<file path="src/design/pixel_chrome_and_mask_dilate_macros.svh">
// Assertion macros for the pixel chrome and mask dilation block.
// Needs clk_i and rst_ni in the scope of each use.
`ifndef PIXEL_CHROME_AND_MASK_DILATE_MACROS_SVH
`define PIXEL_CHROME_AND_MASK_DILATE_MACROS_SVH

// check cons in the same cycle as ante
`define PCMD_ASSERT_NOW(lbl, ante, cons, msg) \
  lbl: assert property (@(posedge clk_i) disable iff (!rst_ni) (ante) |-> (cons)) \
    else $error(msg);

// check cons in the cycle after ante
`define PCMD_ASSERT_NEXT(lbl, ante, cons, msg) \
  lbl: assert property (@(posedge clk_i) disable iff (!rst_ni) (ante) |=> (cons)) \
    else $error(msg);

`endif

</file>
<file path="src/design/pcmd_pkg.sv">
// Shared types, constants and the chrome fold for the pixel chrome and mask dilation block.
// No dependencies.
`default_nettype none
package pcmd_pkg;

  localparam int unsigned PCMD_MAX_WIDTH  = 2048;
  localparam int unsigned PCMD_MAX_HEIGHT = 2048;
  localparam int unsigned PIX_W       = 32;
  localparam int unsigned COORD_W     = 11;
  localparam int unsigned CFG_DIM_W   = 12;
  localparam int unsigned OUT_DATA_W  = 56;
  localparam int unsigned RESET_WIDTH  = 640;
  localparam int unsigned RESET_HEIGHT = 480;

  localparam logic [PIX_W-1:0] WHITE_PIX  = 32'h00ff_ffff;
  localparam logic [7:0]       FOLD_LIMIT = 8'd128;
  localparam logic [8:0]       FOLD_BASE  = 9'd510;

  typedef enum logic [1:0] {
    MODE_CHROME = 2'd0,
    MODE_DOUBLE = 2'd1,
    MODE_TRIPLE = 2'd2,
    MODE_MASK   = 2'd3
  } pcmd_mode_e;

  typedef enum logic [1:0] {
    REG_MODE   = 2'd0,
    REG_TOGGLE = 2'd1,
    REG_WIDTH  = 2'd2,
    REG_HEIGHT = 2'd3
  } pcmd_reg_e;

  typedef struct packed {
    logic       bypass;
    pcmd_mode_e mode;
    logic       nz;
    logic       left;
    logic       first_row;
    logic       first_col;
    logic       last_row;
    logic       last_col;
  } pcmd_ctl_t;

  function automatic logic [7:0] fold_byte(input logic [7:0] c);
    logic [8:0] dbl;
    logic [8:0] dif;
    dbl = {c, 1'b0};
    dif = FOLD_BASE - dbl;
    return (c < FOLD_LIMIT) ? dbl[7:0] : dif[7:0];
  endfunction

  function automatic logic [PIX_W-1:0] chrome_pixel(input logic [PIX_W-1:0] pix,
                                                    input pcmd_mode_e mode);
    logic [PIX_W-1:0] res;
    logic [7:0] c1;
    logic [7:0] c2;
    logic [7:0] c3;
    res = '0;
    for (int b = 0; b < 4; b++) begin
      c1 = fold_byte(pix[8*b +: 8]);
      c2 = fold_byte(c1);
      c3 = fold_byte(c2);
      case (mode)
        MODE_CHROME: res[8*b +: 8] = c1;
        MODE_DOUBLE: res[8*b +: 8] = c2;
        default:     res[8*b +: 8] = c3;
      endcase
    end
    return res;
  endfunction

endpackage
`default_nettype wire

</file>
<file path="src/design/pcmd_emit.sv">
// Result side: forms up to three results per item and drives the output register.
// Depends on pcmd_pkg.
`default_nettype none
module pcmd_emit
  import pcmd_pkg::*;
#(
  parameter int unsigned MAX_WIDTH  = PCMD_MAX_WIDTH,
  parameter int unsigned MAX_HEIGHT = PCMD_MAX_HEIGHT,
  localparam int unsigned CW = $clog2(MAX_WIDTH),
  localparam int unsigned RW = (MAX_HEIGHT > 1) ? $clog2(MAX_HEIGHT) : 1
) (
  input  wire logic                 clk_i,
  input  wire logic                 rst_ni,
  input  wire logic                 s1_valid_i,
  input  wire pcmd_ctl_t            s1_ctl_i,
  input  wire logic [PIX_W-1:0]     s1_pix_i,
  input  wire logic [CW-1:0]        s1_x_i,
  input  wire logic [RW-1:0]        s1_y_i,
  input  wire logic                 above_i,
  input  wire logic                 right_i,
  output logic                      retire_o,
  output logic                      out_valid_o,
  input  wire logic                 out_ready_i,
  output logic      [PIX_W-1:0]     out_pix_o,
  output logic      [COORD_W-1:0]   out_col_o,
  output logic      [COORD_W-1:0]   out_row_o,
  output logic                      out_last_o
);
  logic [2:0] done_q, done_d, en, pend, sel, rest;
  logic       out_valid_q;
  logic [PIX_W-1:0]   out_pix_q;
  logic [COORD_W-1:0] out_col_q, out_row_q;
  logic       out_last_q;
  logic       out_load, emit, is_mask;
  logic [PIX_W-1:0] val_pix;
  logic [CW-1:0]    val_x;
  logic [RW-1:0]    val_y;
  logic             v_up, v_left;

  always_comb begin
    is_mask = !s1_ctl_i.bypass && (s1_ctl_i.mode == MODE_MASK);
    if (is_mask) begin
      en[0] = !s1_ctl_i.first_row;
      en[1] = s1_ctl_i.last_row && !s1_ctl_i.first_col;
      en[2] = s1_ctl_i.last_row && s1_ctl_i.last_col;
    end else begin
      en = 3'b001;
    end
    pend     = s1_valid_i ? (en & ~done_q) : 3'b000;
    sel      = pend & (~pend + 3'd1);
    rest     = pend & ~sel;
    out_load = !out_valid_q || out_ready_i;
    emit     = out_load && (pend != 3'b000);
    retire_o = s1_valid_i && ((pend == 3'b000) || (emit && (rest == 3'b000)));
    done_d   = retire_o ? 3'b000 : (emit ? (done_q | sel) : done_q);

    v_up   = above_i || (right_i && !s1_ctl_i.last_col) || s1_ctl_i.nz;
    v_left = s1_ctl_i.left || s1_ctl_i.nz;
    val_x  = s1_x_i;
    val_y  = s1_y_i;
    if (!is_mask) begin
      val_pix = s1_ctl_i.bypass ? s1_pix_i : chrome_pixel(s1_pix_i, s1_ctl_i.mode);
    end else if (sel[0]) begin
      val_pix = v_up ? WHITE_PIX : '0;
      val_y   = s1_y_i - RW'(1);
    end else if (sel[1]) begin
      val_pix = v_left ? WHITE_PIX : '0;
      val_x   = s1_x_i - CW'(1);
    end else begin
      val_pix = s1_ctl_i.nz ? WHITE_PIX : '0;
    end
  end

  always_ff @(posedge clk_i or negedge rst_ni) begin
    if (!rst_ni) begin
      done_q      <= 3'b000;
      out_valid_q <= 1'b0;
    end else begin
      done_q <= done_d;
      if (out_load) begin
        out_valid_q <= emit;
      end
    end
  end

  always_ff @(posedge clk_i) begin
    if (emit) begin
      out_pix_q  <= val_pix;
      out_col_q  <= COORD_W'(val_x);
      out_row_q  <= COORD_W'(val_y);
      out_last_q <= (rest == 3'b000);
    end
  end

  assign out_valid_o = out_valid_q;
  assign out_pix_o   = out_pix_q;
  assign out_col_o   = out_col_q;
  assign out_row_o   = out_row_q;
  assign out_last_o  = out_last_q;
endmodule
`default_nettype wire
</file>
<file path="config.mk">
export PLATFORM = sky130hd
export DESIGN_NAME = pcmd_emit
export DESIGN_NICKNAME = d
export VERILOG_FILES = /design/src/design/pixel_chrome_and_mask_dilate_macros.svh /design/src/design/pcmd_pkg.sv /design/src/design/pcmd_emit.sv
export SDC_FILE = /design/constraint.sdc
export NUM_CORES = 1
export LEC_CHECK = 0
export BUFFER_PORTS_ARGS = -buffer_cell sky130_fd_sc_hd__buf_2
export CORE_UTILIZATION = 50
export CTS_BUF_LIST = sky130_fd_sc_hd__clkbuf_8 sky130_fd_sc_hd__clkbuf_16
export DETAILED_ROUTE_END_ITERATION = 8
export GPL_ROUTABILITY_DRIVEN = 0
export PLACE_DENSITY = 0.78
export SLEW_MARGIN = 15
export SYNTH_ARGS = -nofsm -noshare
export SYNTH_HDL_FRONTEND = slang
export SYNTH_SLANG_ARGS = --single-unit
</file>
<file path="constraint.sdc">
create_clock -name clk_i -period 3.55 [get_ports clk_i]
set_input_delay 0.71 -clock clk_i [delete_from_list [all_inputs] [get_ports clk_i]]
set_output_delay 0.71 -clock clk_i [all_outputs]
set_load 0.01 [all_outputs]
</file>
==> flow_metrics.env <==
export IMPL_hold_path_class="primary input to asynchronous set/reset pin"
export IMPL_dr_pass1_iters=4
export IMPL_finalHoldViolations=0
export IMPL_p_sw_uw=568
export IMPL_cp_start_kind="primary input"
export IMPL_p_clk_frac=0.303
export IMPL_synthFlopType="edfxtp_1"
export IMPL_initial_core_util=0.521
export IMPL_syn_num_nets=489
export IMPL_final_util=0.629
export IMPL_crit_path_start="s1_ctl_i[8]"
export IMPL_slowest_delay_ps=430
export IMPL_cts_buffers_inserted=9
export IMPL_grt_start_max_net_pins=63
export IMPL_skew_ps=8.42
export IMPL_insertion_delay_ps=340
export IMPL_slew_violations=0
export IMPL_syn_cell_area_um2=4070
export IMPL_synth_compound_area_share=0.164
export IMPL_wl_met3_um=841
export IMPL_layout_nets=596
export IMPL_grt_usage=0.240
export IMPL_cts_sinks=59
export IMPL_crit_type="primary input to output pin"
export IMPL_coreArea_um2=7810
export IMPL_cts_resized=0
export IMPL_cts_buffer_depth=2
export IMPL_fin_crit_ps=2660
export IMPL_numPortBuffers=125
export IMPL_ir_worst_vdd_uv=251
export IMPL_diodes=0
export IMPL_synth_mux_area_fraction=0.0203
export IMPL_antenna_found_initial=0
export IMPL_synthCells=418
export IMPL_placed_cell_area_um2=4730
export IMPL_pwr_share_comb=0.244
export IMPL_layout_drive_gt1_share=0.292
export IMPL_cp_arrival_ps=1950
export IMPL_p_int_mw=1.36
export IMPL_cts_htree_levels=3
export IMPL_drc_errors=0
export IMPL_nFillCells=677
export IMPL_total_power_mw=1.93
export IMPL_final_common_cell="buf_2"
export IMPL_swShare=0.295
export IMPL_worst_slew_pin_slew_ps=894
export IMPL_via_per_inst=5.64
export IMPL_cts_setup_buffers=0
export IMPL_seq_power_share=0.453
export IMPL_num_vias=3565
export IMPL_drt_initial_drc_count=243
export IMPL_cpMaxStageDelayCell="a211oi_1"
export IMPL_hold_buffers=0
export IMPL_syn_avg_cell_area_um2=9.74
export IMPL_fmax_ghz=0.376
export IMPL_clk_pin_slew_worst_paths_ps=60
export IMPL_fin_setup_tns_ps=0
export IMPL_yosysSeqAreaShare=0.430
export IMPL_cp_end_kind="output pin"
export IMPL_async_reset_ff_frac=0.0678
export IMPL_die_y_um=92.2
export IMPL_maxUsedRoutingLayer="met4"
export IMPL_syn_to_final_growth_pct=20.7
export IMPL_die_w_um=92.2
export IMPL_r2r_start="done_q[0]$_DFFE_PN0P_"
export IMPL_power_density_nw_per_um2=392
export IMPL_synth_fa_ha_area_frac=0.00861
export IMPL_synth_edff_count=55
export IMPL_critical_path_most_common_cell="buf_2"
export IMPL_cts_tree="done"
export IMPL_yosysWarnings=0
export IMPL_reg2regPathDepth=4
export IMPL_stdcell_area_um2=4910
export IMPL_r2r_setup_slack_ps=1290
export IMPL_outcome="completed"
export IMPL_setup_viol=0
export IMPL_post_route_period_util=0.749
export IMPL_dp_cells=616
export IMPL_grt_pass1_vias=3362
export IMPL_grt_pass1_wl_mm=15.9
export IMPL_drv_cap=0
export IMPL_overflow=0
export IMPL_ys_ff_latch=59
export IMPL_rows=32
export IMPL_route_met2_wl_mm=4.88
export IMPL_synth_top_family_by_area="XOR/XNOR gates"
export IMPL_required_ps=2840
export IMPL_wl_mm=9.96
export IMPL_wire_per_inst_um=15.8
export IMPL_dp_hpwl_mm=7.08
export IMPL_worstPathMaxFanout=5
export IMPL_layout_common_cells="125 x buf_2, 55 x edfxtp_1, 42 x xnor2_1"
export IMPL_ios=126
export IMPL_path_cells="buf_2 -> nand3b_1 -> a211oi_1 -> o22ai_1 -> buf_2"
export IMPL_regToRegEndpoint="out_pix_o[9]$_DFFE_PP_"
export IMPL_rsz0062_at_grt="no"
export IMPL_dieArea_um2=8510
export IMPL_wl_met1_mm=4.06
export IMPL_synthSimpleGateAreaFrac=0.158
export IMPL_final_cells=632
export IMPL_slew_headroom=0.401
export IMPL_postRouteAntennaNets=0
export IMPL_ys_types=53
export IMPL_synthXorXnorAreaFrac=0.174
export IMPL_leakage_nw=1.96
export IMPL_cts_root_buf="clkbuf_8"
-- kinds of logic after synthesis --
group                    count (synthesis)
AND/OR/NAND/NOR                        125
AO/OA/AOI/OAI                           98
XOR/XNOR                                81
flip-flops                              59
buffers and inverters                   44
multiplexers                             8
adder cells (fa/ha/maj)                  3
-- power groups by stage --
stage	clock network (mW)	logic [mW]	registers (mW)
finish	0.584	0.470	0.873
global route	0.628	0.516	0.879
CTS	0.595	0.470	0.874
detailed placement	0	0.468	0.888
global placement	0	0.456	0.888
floorplan	0	0.250	0.928
-- flip-flops by register name, indices dropped and copies added (netlist names) --
name         cells
out_pix_o       32
out_col_o       11
out_row_o       11
done_q           3
out_last_o       1
out_valid_o      1
-- worst max-delay path, delay by kind of cell --
family / cells / cell delay, ps
AOI/OAI and AO/OA: 2 / 670
buffers and inverters: 2 / 310
and+or+nand+nor: 1 / 270
-- per-layer routing --
layer / vias to the layer above / track usage
li1: 1728 / -
met5: - / 0
met3: 18 / 0.0489
met2: 164 / 0.401
met4: 0 / 0.103
met1: 1655 / 0.301
-- how the worst max path moves through the flow --
stage | to | slack (ps) | depth (start not counted)
floorplan | out_col_o[0]$_DFFE_PP_ | 410 | 4
finish | retire_o | 890 | 5
global route | retire_o | 760 | 5
global placement | out_pix_o[1]$_DFFE_PP_ | 910 | 5
CTS | retire_o | 920 | 5
detailed placement | out_pix_o[9]$_DFFE_PP_ | 820 | 5
-- area by class of cell --
type                            count  area [µm²]  area share
Sequential cell                    59        1750       0.357
Tap cell                          102         128      0.0260
Inverter                           11        41.3     0.00841
Multi-Input combinational cell    315        2140       0.436
Clock buffer                        9         124      0.0252
Timing Repair Buffer              129         668       0.136
Clock inverter                      7        60.1      0.0122
-- cells in the mapped netlist, types with 4 or more instances --
| library cell | n | area (µm²) |
|---|---|---|
| o22ai_1 | 6 | 37.5 |
| nor2_1 | 38 | 143 |
| o21ai_0 | 26 | 130 |
| edfxtp_1 | 55 | 1650 |
| inv_1 | 11 | 41.3 |
| nor2b_1 | 6 | 37.5 |
| o211ai_1 | 12 | 90.1 |
| xnor2_1 | 42 | 368 |
| dfrtp_1 | 4 | 100 |
| a221o_1 | 4 | 40.0 |
| a22oi_1 | 8 | 60.1 |
| clkbuf_1 | 22 | 82.6 |
| mux2i_1 | 6 | 60.1 |
| nand3b_1 | 6 | 45.0 |
| a21oi_1 | 17 | 85.1 |
| nand2b_1 | 7 | 43.8 |
| or3_1 | 7 | 43.8 |
| nand3_1 | 4 | 20.0 |
| xor2_1 | 39 | 342 |
| buf_2 | 8 | 40.0 |
| nand2_1 | 30 | 113 |
| nor3_1 | 10 | 50.1 |
-- metrics by stage --
step	hold slack, ps	setup slack (ps)
floorplan	414	406
global placement	483	909
detailed placement	520	823
CTS	153	919
global route	148	764
finish	166	892
Note: power is estimated with default switching activity, not from simulation.
