<file path="src/design/pixel_chrome_and_mask_dilate_macros.svh">
// Assertion macros for the pixel chrome and mask dilation block.
// Needs clk_i and rst_ni in the scope of each use.
`ifndef PIXEL_CHROME_AND_MASK_DILATE_MACROS_SVH
`define PIXEL_CHROME_AND_MASK_DILATE_MACROS_SVH

// check cons in the same cycle as ante
`define PCMD_ASSERT_NOW(lbl, ante, cons, msg) \
  lbl: assert property (@(posedge clk_i) disable iff (!rst_ni) (ante) |-> (cons)) \
    else $error(msg);

// check cons in the cycle after ante
`define PCMD_ASSERT_NEXT(lbl, ante, cons, msg) \
  lbl: assert property (@(posedge clk_i) disable iff (!rst_ni) (ante) |=> (cons)) \
    else $error(msg);

`endif

</file>
<file path="src/design/pcmd_pkg.sv">
// Shared types, constants and the chrome fold for the pixel chrome and mask dilation block.
// No dependencies.
`default_nettype none
package pcmd_pkg;

  localparam int unsigned PCMD_MAX_WIDTH  = 2048;
  localparam int unsigned PCMD_MAX_HEIGHT = 2048;
  localparam int unsigned PIX_W       = 32;
  localparam int unsigned COORD_W     = 11;
  localparam int unsigned CFG_DIM_W   = 12;
  localparam int unsigned OUT_DATA_W  = 56;
  localparam int unsigned RESET_WIDTH  = 640;
  localparam int unsigned RESET_HEIGHT = 480;

  localparam logic [PIX_W-1:0] WHITE_PIX  = 32'h00ff_ffff;
  localparam logic [7:0]       FOLD_LIMIT = 8'd128;
  localparam logic [8:0]       FOLD_BASE  = 9'd510;

  typedef enum logic [1:0] {
    MODE_CHROME = 2'd0,
    MODE_DOUBLE = 2'd1,
    MODE_TRIPLE = 2'd2,
    MODE_MASK   = 2'd3
  } pcmd_mode_e;

  typedef enum logic [1:0] {
    REG_MODE   = 2'd0,
    REG_TOGGLE = 2'd1,
    REG_WIDTH  = 2'd2,
    REG_HEIGHT = 2'd3
  } pcmd_reg_e;

  typedef struct packed {
    logic       bypass;
    pcmd_mode_e mode;
    logic       nz;
    logic       left;
    logic       first_row;
    logic       first_col;
    logic       last_row;
    logic       last_col;
  } pcmd_ctl_t;

  function automatic logic [7:0] fold_byte(input logic [7:0] c);
    logic [8:0] dbl;
    logic [8:0] dif;
    dbl = {c, 1'b0};
    dif = FOLD_BASE - dbl;
    return (c < FOLD_LIMIT) ? dbl[7:0] : dif[7:0];
  endfunction

  function automatic logic [PIX_W-1:0] chrome_pixel(input logic [PIX_W-1:0] pix,
                                                    input pcmd_mode_e mode);
    logic [PIX_W-1:0] res;
    logic [7:0] c1;
    logic [7:0] c2;
    logic [7:0] c3;
    res = '0;
    for (int b = 0; b < 4; b++) begin
      c1 = fold_byte(pix[8*b +: 8]);
      c2 = fold_byte(c1);
      c3 = fold_byte(c2);
      case (mode)
        MODE_CHROME: res[8*b +: 8] = c1;
        MODE_DOUBLE: res[8*b +: 8] = c2;
        default:     res[8*b +: 8] = c3;
      endcase
    end
    return res;
  endfunction

endpackage
`default_nettype wire

</file>
<file path="src/design/pcmd_front.sv">
// Input side: raster counters, frame start control, line store access and item register.
// Depends on pcmd_pkg.
`default_nettype none
module pcmd_front
  import pcmd_pkg::*;
#(
  parameter int unsigned MAX_WIDTH  = PCMD_MAX_WIDTH,
  parameter int unsigned MAX_HEIGHT = PCMD_MAX_HEIGHT,
  localparam int unsigned CW = $clog2(MAX_WIDTH),
  localparam int unsigned RW = (MAX_HEIGHT > 1) ? $clog2(MAX_HEIGHT) : 1
) (
  input  wire logic                 clk_i,
  input  wire logic                 rst_ni,
  input  wire pcmd_mode_e           cfg_mode_i,
  input  wire logic                 cfg_toggle_i,
  input  wire logic [CFG_DIM_W-1:0] cfg_width_i,
  input  wire logic [CFG_DIM_W-1:0] cfg_height_i,
  input  wire logic                 in_valid_i,
  output logic                      in_ready_o,
  input  wire logic [PIX_W-1:0]     in_pix_i,
  input  wire logic                 in_beat_i,
  input  wire logic                 retire_i,
  output logic                      s1_valid_o,
  output pcmd_ctl_t                 s1_ctl_o,
  output logic      [PIX_W-1:0]     s1_pix_o,
  output logic      [CW-1:0]        s1_x_o,
  output logic      [RW-1:0]        s1_y_o,
  output logic                      ram_en_o,
  output logic      [CW-1:0]        ram_addr_a_o,
  output logic      [CW-1:0]        ram_addr_b_o,
  output logic                      ram_wdata_o
);
  localparam int unsigned DWW = $clog2(MAX_WIDTH + 1);
  localparam int unsigned DWH = $clog2(MAX_HEIGHT + 1);
  localparam int unsigned EWW = (DWW > CFG_DIM_W) ? DWW : CFG_DIM_W;
  localparam int unsigned EWH = (DWH > CFG_DIM_W) ? DWH : CFG_DIM_W;

  logic [CW-1:0]  col_q, col_d;
  logic [RW-1:0]  row_q, row_d;
  logic           left_q;
  logic           toggle_q, toggle_d;
  logic           bypass_q, bypass_d;
  pcmd_mode_e     fmode_q, fmode_d;
  logic           s1_valid_q;
  pcmd_ctl_t      s1_ctl_q, ctl_d;
  logic [PIX_W-1:0] s1_pix_q;
  logic [CW-1:0]  s1_x_q;
  logic [RW-1:0]  s1_y_q;

  logic [EWW-1:0] fw_ext, w_eff, col_ext, x_e;
  logic [EWH-1:0] fh_ext, h_eff, row_ext, y_e;
  logic [CW-1:0]  x;
  logic [RW-1:0]  y;
  logic           first, last_col, last_row, nz, accept;

  always_comb begin
    fw_ext  = EWW'(cfg_width_i);
    fh_ext  = EWH'(cfg_height_i);
    w_eff   = (fw_ext == '0) ? EWW'(1) : (fw_ext > EWW'(MAX_WIDTH)) ? EWW'(MAX_WIDTH) : fw_ext;
    h_eff   = (fh_ext == '0) ? EWH'(1) :
              (fh_ext > EWH'(MAX_HEIGHT)) ? EWH'(MAX_HEIGHT) : fh_ext;
    col_ext = EWW'(col_q);
    row_ext = EWH'(row_q);
    x_e     = (col_ext >= w_eff) ? w_eff - EWW'(1) : col_ext;
    y_e     = (row_ext >= h_eff) ? h_eff - EWH'(1) : row_ext;
    x       = x_e[CW-1:0];
    y       = y_e[RW-1:0];
    last_col = (x_e == w_eff - EWW'(1));
    last_row = (y_e == h_eff - EWH'(1));
    first    = (x == '0) && (y == '0);
    nz       = |in_pix_i[23:0];

    toggle_d = toggle_q;
    bypass_d = bypass_q;
    fmode_d  = fmode_q;
    if (first) begin
      fmode_d = cfg_mode_i;
      if (cfg_toggle_i) begin
        toggle_d = toggle_q ^ in_beat_i;
        bypass_d = !toggle_d;
      end else begin
        bypass_d = 1'b0;
      end
    end

    if (last_col) begin
      col_d = '0;
      row_d = last_row ? '0 : y + RW'(1);
    end else begin
      col_d = x + CW'(1);
      row_d = y;
    end

    ctl_d.bypass    = bypass_d;
    ctl_d.mode      = fmode_d;
    ctl_d.nz        = nz;
    ctl_d.left      = left_q;
    ctl_d.first_row = (y == '0);
    ctl_d.first_col = (x == '0);
    ctl_d.last_row  = last_row;
    ctl_d.last_col  = last_col;
  end

  assign in_ready_o   = !s1_valid_q || retire_i;
  assign accept       = in_valid_i && in_ready_o;
  assign ram_en_o     = accept;
  assign ram_addr_a_o = x;
  assign ram_addr_b_o = x + CW'(1);
  assign ram_wdata_o  = nz;

  always_ff @(posedge clk_i or negedge rst_ni) begin
    if (!rst_ni) begin
      col_q      <= '0;
      row_q      <= '0;
      left_q     <= 1'b0;
      toggle_q   <= 1'b0;
      bypass_q   <= 1'b0;
      fmode_q    <= MODE_CHROME;
      s1_valid_q <= 1'b0;
    end else begin
      if (accept) begin
        col_q    <= col_d;
        row_q    <= row_d;
        left_q   <= nz;
        toggle_q <= toggle_d;
        bypass_q <= bypass_d;
        fmode_q  <= fmode_d;
      end
      if (in_ready_o) begin
        s1_valid_q <= in_valid_i;
      end
    end
  end

  always_ff @(posedge clk_i) begin
    if (accept) begin
      s1_ctl_q <= ctl_d;
      s1_pix_q <= in_pix_i;
      s1_x_q   <= x;
      s1_y_q   <= y;
    end
  end

  assign s1_valid_o = s1_valid_q;
  assign s1_ctl_o   = s1_ctl_q;
  assign s1_pix_o   = s1_pix_q;
  assign s1_x_o     = s1_x_q;
  assign s1_y_o     = s1_y_q;
endmodule
`default_nettype wire

</file>
<file path="config.mk">
export PLATFORM = sky130hd
export DESIGN_NAME = pcmd_front
export DESIGN_NICKNAME = d
export VERILOG_FILES = /design/src/design/pixel_chrome_and_mask_dilate_macros.svh /design/src/design/pcmd_pkg.sv /design/src/design/pcmd_front.sv
export SDC_FILE = /design/constraint.sdc
export NUM_CORES = 1
export LEC_CHECK = 0
export CAP_MARGIN = 10
export CORE_ASPECT_RATIO = 0.75
export CORE_MARGIN = 2
export CORE_UTILIZATION = 30
export DETAILED_ROUTE_END_ITERATION = 8
export DONT_BUFFER_PORTS = 1
export GPL_ROUTABILITY_DRIVEN = 0
export PLACE_DENSITY = 0.51
export SETUP_SLACK_MARGIN = 0.4
export SLEW_MARGIN = 5
export SYNTH_ARGS = -nofsm -noshare
export SYNTH_HDL_FRONTEND = slang
export SYNTH_SLANG_ARGS = --single-unit
</file>
<file path="constraint.sdc">
create_clock -name clk_i -period 6 [get_ports clk_i]
set_clock_uncertainty 0.2 [all_clocks]
set_input_delay 0.9 -clock clk_i [delete_from_list [all_inputs] [get_ports clk_i]]
set_output_delay 0.9 -clock clk_i [all_outputs]
set_load 0.02 [all_outputs]
</file>
==> flow_summary.ini <==
[placement]
placedCellCount = 816
place_area_sq_mm = 0.00637
hpwl_um = 13000
numPortBuffers = 0
pre_cts_ws_ns = 0.0763

[clock_tree]
cts_tree = yes
worstSkewPairLatency_ns = 0.34
clkTransAtPathRegs_ns = 0.07
clockBufferDepth = 2
htree_levels = 3
numCtsBuffers = 9
root_buffer = clkbuf_16
clock_sinks = 91

[die]
die_y_um = 126
pin_count = 153
core_sq_mm = 0.0194
fp.dieArea_sq_mm = 0.0209
initial_utilization_pct = 30.6
fp.dieW_um = 166
num_rows = 44

[power]
p_leak_nw = 2.48
pwr-share-comb_pct = 44.6
p_clk_share_pct = 19.7
p_total_mw = 2.98
internal_power_mw = 1.67
vdd_drop_max_mv = 0.300
power.switching_mw = 1.32
power_frac_seq_pct = 35.7
netSwitchingFraction_pct = 44.1
p_per_area_mw_per_mm2 = 445

[critical_path]
crit_path_frequent_cell = buf_4
ff2ff_path_depth = 15
critPathRequiredTime_ns = 4.90
r2r-end = s1_ctl_o[7]
cp_max_fo = 19
slowest_delay_ns = 0.54
timing.rr.start = row_q[7]
path_class = in2out
slowest_stage = xnor2_1
r2r_slack_ns = 1.79
cp_cell_sequence = nor3_1, buf_4, a41oi_2, nor2_4, ha_1, nand2b_4, a2111oi_4, o31a_1, o32a_4, buf_4, mux2i_1, inv_1, xnor2_1
cp-start-kind = input port
arrival_ns = 4.36
endpoint_kind = output pin

[drt]
wl_um = 17100
vias = 4686
vias_per_cell = 5.63
drt_iter0_drc = 353
ant_nets = 0
dr.pass1.iters = 5
wl_per_cell_um = 20.5
drcViolationCount = 0

[timing]
hold_violations = 0
timing.fmax_mhz = 183
finalCritPeriodShare_pct = 91.0
fin_ws_ns = 0.540
timing.slew.headroom_pct = 41.9
rsz0062_at_grt = no
final-max-slew-violation-count = 0
min_period_ns = 5.46
tns_ns = 0
worst_slew_pin_slew_ns = 0.863
hold_slack_ns = 0.0425
setup_violations = 0

[run_status]
status = finished, final reports clean

[logic_synthesis]
ys_top_cells_by_area = edfxtp_1 (32%), dfrtp_1 (12%), ha_1 (5.7%), mux2_2 (3.2%), xnor2_1 (2.8%)
synth.most_common_cell = edfxtp_1
synthCells = 571
synth.avg_cell_area_sq_um = 10.4
synth_top_area_share_pct = 31.9
synthFlopType = edfxtp_1
synth_nets = 662
yosys-top-cells-count = edfxtp_1 (63), nor2_1 (35), nand2_1 (30), inv_1 (29), dfrtp_1 (28)
ys_seq_area_share_pct = 43.7
syn_area_sq_mm = 0.00593
synth.distinct_cells = 82
synth_top_cell_by_area = edfxtp_1
ys_warn_count = 0
synth_edf_count = 63
ys_async_sr_fraction_pct = 30.8
synth-seq-cells = 91

[flow_run]
cap_viol_max_count = 0

[cells_and_area]
area_growth_pct = 13.0
fin_util_pct = 34.6
nNetsFinal = 666
instances_no_fill = 833
fin_area_sq_mm = 0.00670
seq_area_sq_mm = 0.00259
layout-drive-gt1-share_pct = 16.7
multi_input_area_sq_mm = 0.00322
n_fill_cell = 1945
diodes = 0

[grt]
grt_usage_pct = 16.0
antenna_found_initial = 0
grt_pass1_wl_um = 26200
grt_max_degree = 33
grt_overflow_total = 0
grt_pass1_vias = 4242

[hold_path]
min_path_type = in2async
cell families (layout without fill, tap and decap cells):
| logic type | Yosys count | count (layout) | synth area share [%] |
|---|---|---|---|
| AND/OR/NAND/NOR | 201 | 201 | 19.1 |
| AO/OA/AOI/OAI | 124 | 124 | 15.9 |
| flip-flops | 91 | 91 | 43.7 |
| buffers and inverters | 58 | 67 | 4.07 |
| XOR/XNOR | 37 | 37 | 5.59 |
| multiplexers | 33 | 33 | 5.93 |
| adder cells (fa/ha/maj) | 27 | 27 | 5.69 |
power by group through the flow:
stage / combinational [mW] / clock, mW / sequential [mW]
after global placement: 1.30 / 0 / 1.08
after global routing: 1.46 / 0.641 / 1.09
final: 1.33 / 0.587 / 1.07
after detailed placement: 1.31 / 0 / 1.08
after floorplan: 1.04 / 0 / 0.995
after CTS: 1.32 / 0.618 / 1.06
metal layers:
metal  vias up  global-route usage (%)  wire, um
met5         -                       0         0
met4         0                    3.60       125
met3        10                    5.69      1610
met2       228                    22.2      6970
met1      2271                    23.5      8400
li1       2177                       -         -
repair_timing:
item	CTS	global route
buffers inserted	1	0
cloned	0	0
gates resized for setup	3	3
hold buffers	0	0
endpoints found under the setup margin	6	2
pin swaps	1	1
hold endpoints to repair	0	0
cell type report:
type / instances / share of cell area [%]
clock buffers: 10 / 3.42
clock inverters: 6 / 1.06
flip-flops and latches: 91 / 38.7
multi-input cells: 422 / 48.1
repair buffers: 21 / 2.35
well taps: 253 / 4.72
inverters: 30 / 1.70
worst max-delay path, delay by kind of cell:
| family | cells | cell delay (ns) |
|---|---|---|
| mux | 1 | 0.49 |
| xor+xnor | 1 | 0.54 |
| compound gates | 4 | 0.84 |
| buf+inv | 3 | 0.74 |
| simple gates | 3 | 0.58 |
| fa+ha+maj | 1 | 0.26 |
placed cells by master, fill, tap and decap left out, types with 14 or more instances in the layout:
| master | n |
|---|---|
| ha_1 | 26 |
| buf_4 | 21 |
| a21oi_1 | 23 |
| xor2_1 | 16 |
| o21ai_0 | 19 |
| mux2_2 | 17 |
| mux2i_1 | 15 |
| nand2_1 | 30 |
| dfrtp_1 | 28 |
| nand2b_1 | 24 |
| edfxtp_1 | 63 |
| nand3_1 | 14 |
| inv_1 | 28 |
| nor4_1 | 19 |
| xnor2_1 | 19 |
| nor2_1 | 33 |
worst max path at each step:
stage | end | startpoint | slack, ns | cells after the start
5_1_grt | ram_addr_b_o[3] | cfg_width_i[8] | 0.43 | 13
3_3_place_gp | ram_addr_b_o[10] | cfg_width_i[5] | 0.26 | 17
3_5_place_dp | ram_addr_b_o[10] | cfg_width_i[5] | 0.08 | 17
6_report | ram_addr_b_o[3] | cfg_width_i[8] | 0.54 | 13
2_1_floorplan | ram_addr_b_o[10] | cfg_width_i[4] | 0.13 | 19
4_1_cts | ram_addr_b_o[10] | cfg_width_i[8] | 0.46 | 17
registers in the layout (all words and copies together), names as in the netlist:
register	flops
s1_y_o	11
s1_ctl_o	9
toggle_q	1
s1_x_o	11
bypass_q	1
left_q	1
s1_pix_o	32
s1_valid_o	1
col_q	11
fmode_q	2
row_q	11
Note: power is estimated with default switching activity, not from simulation.
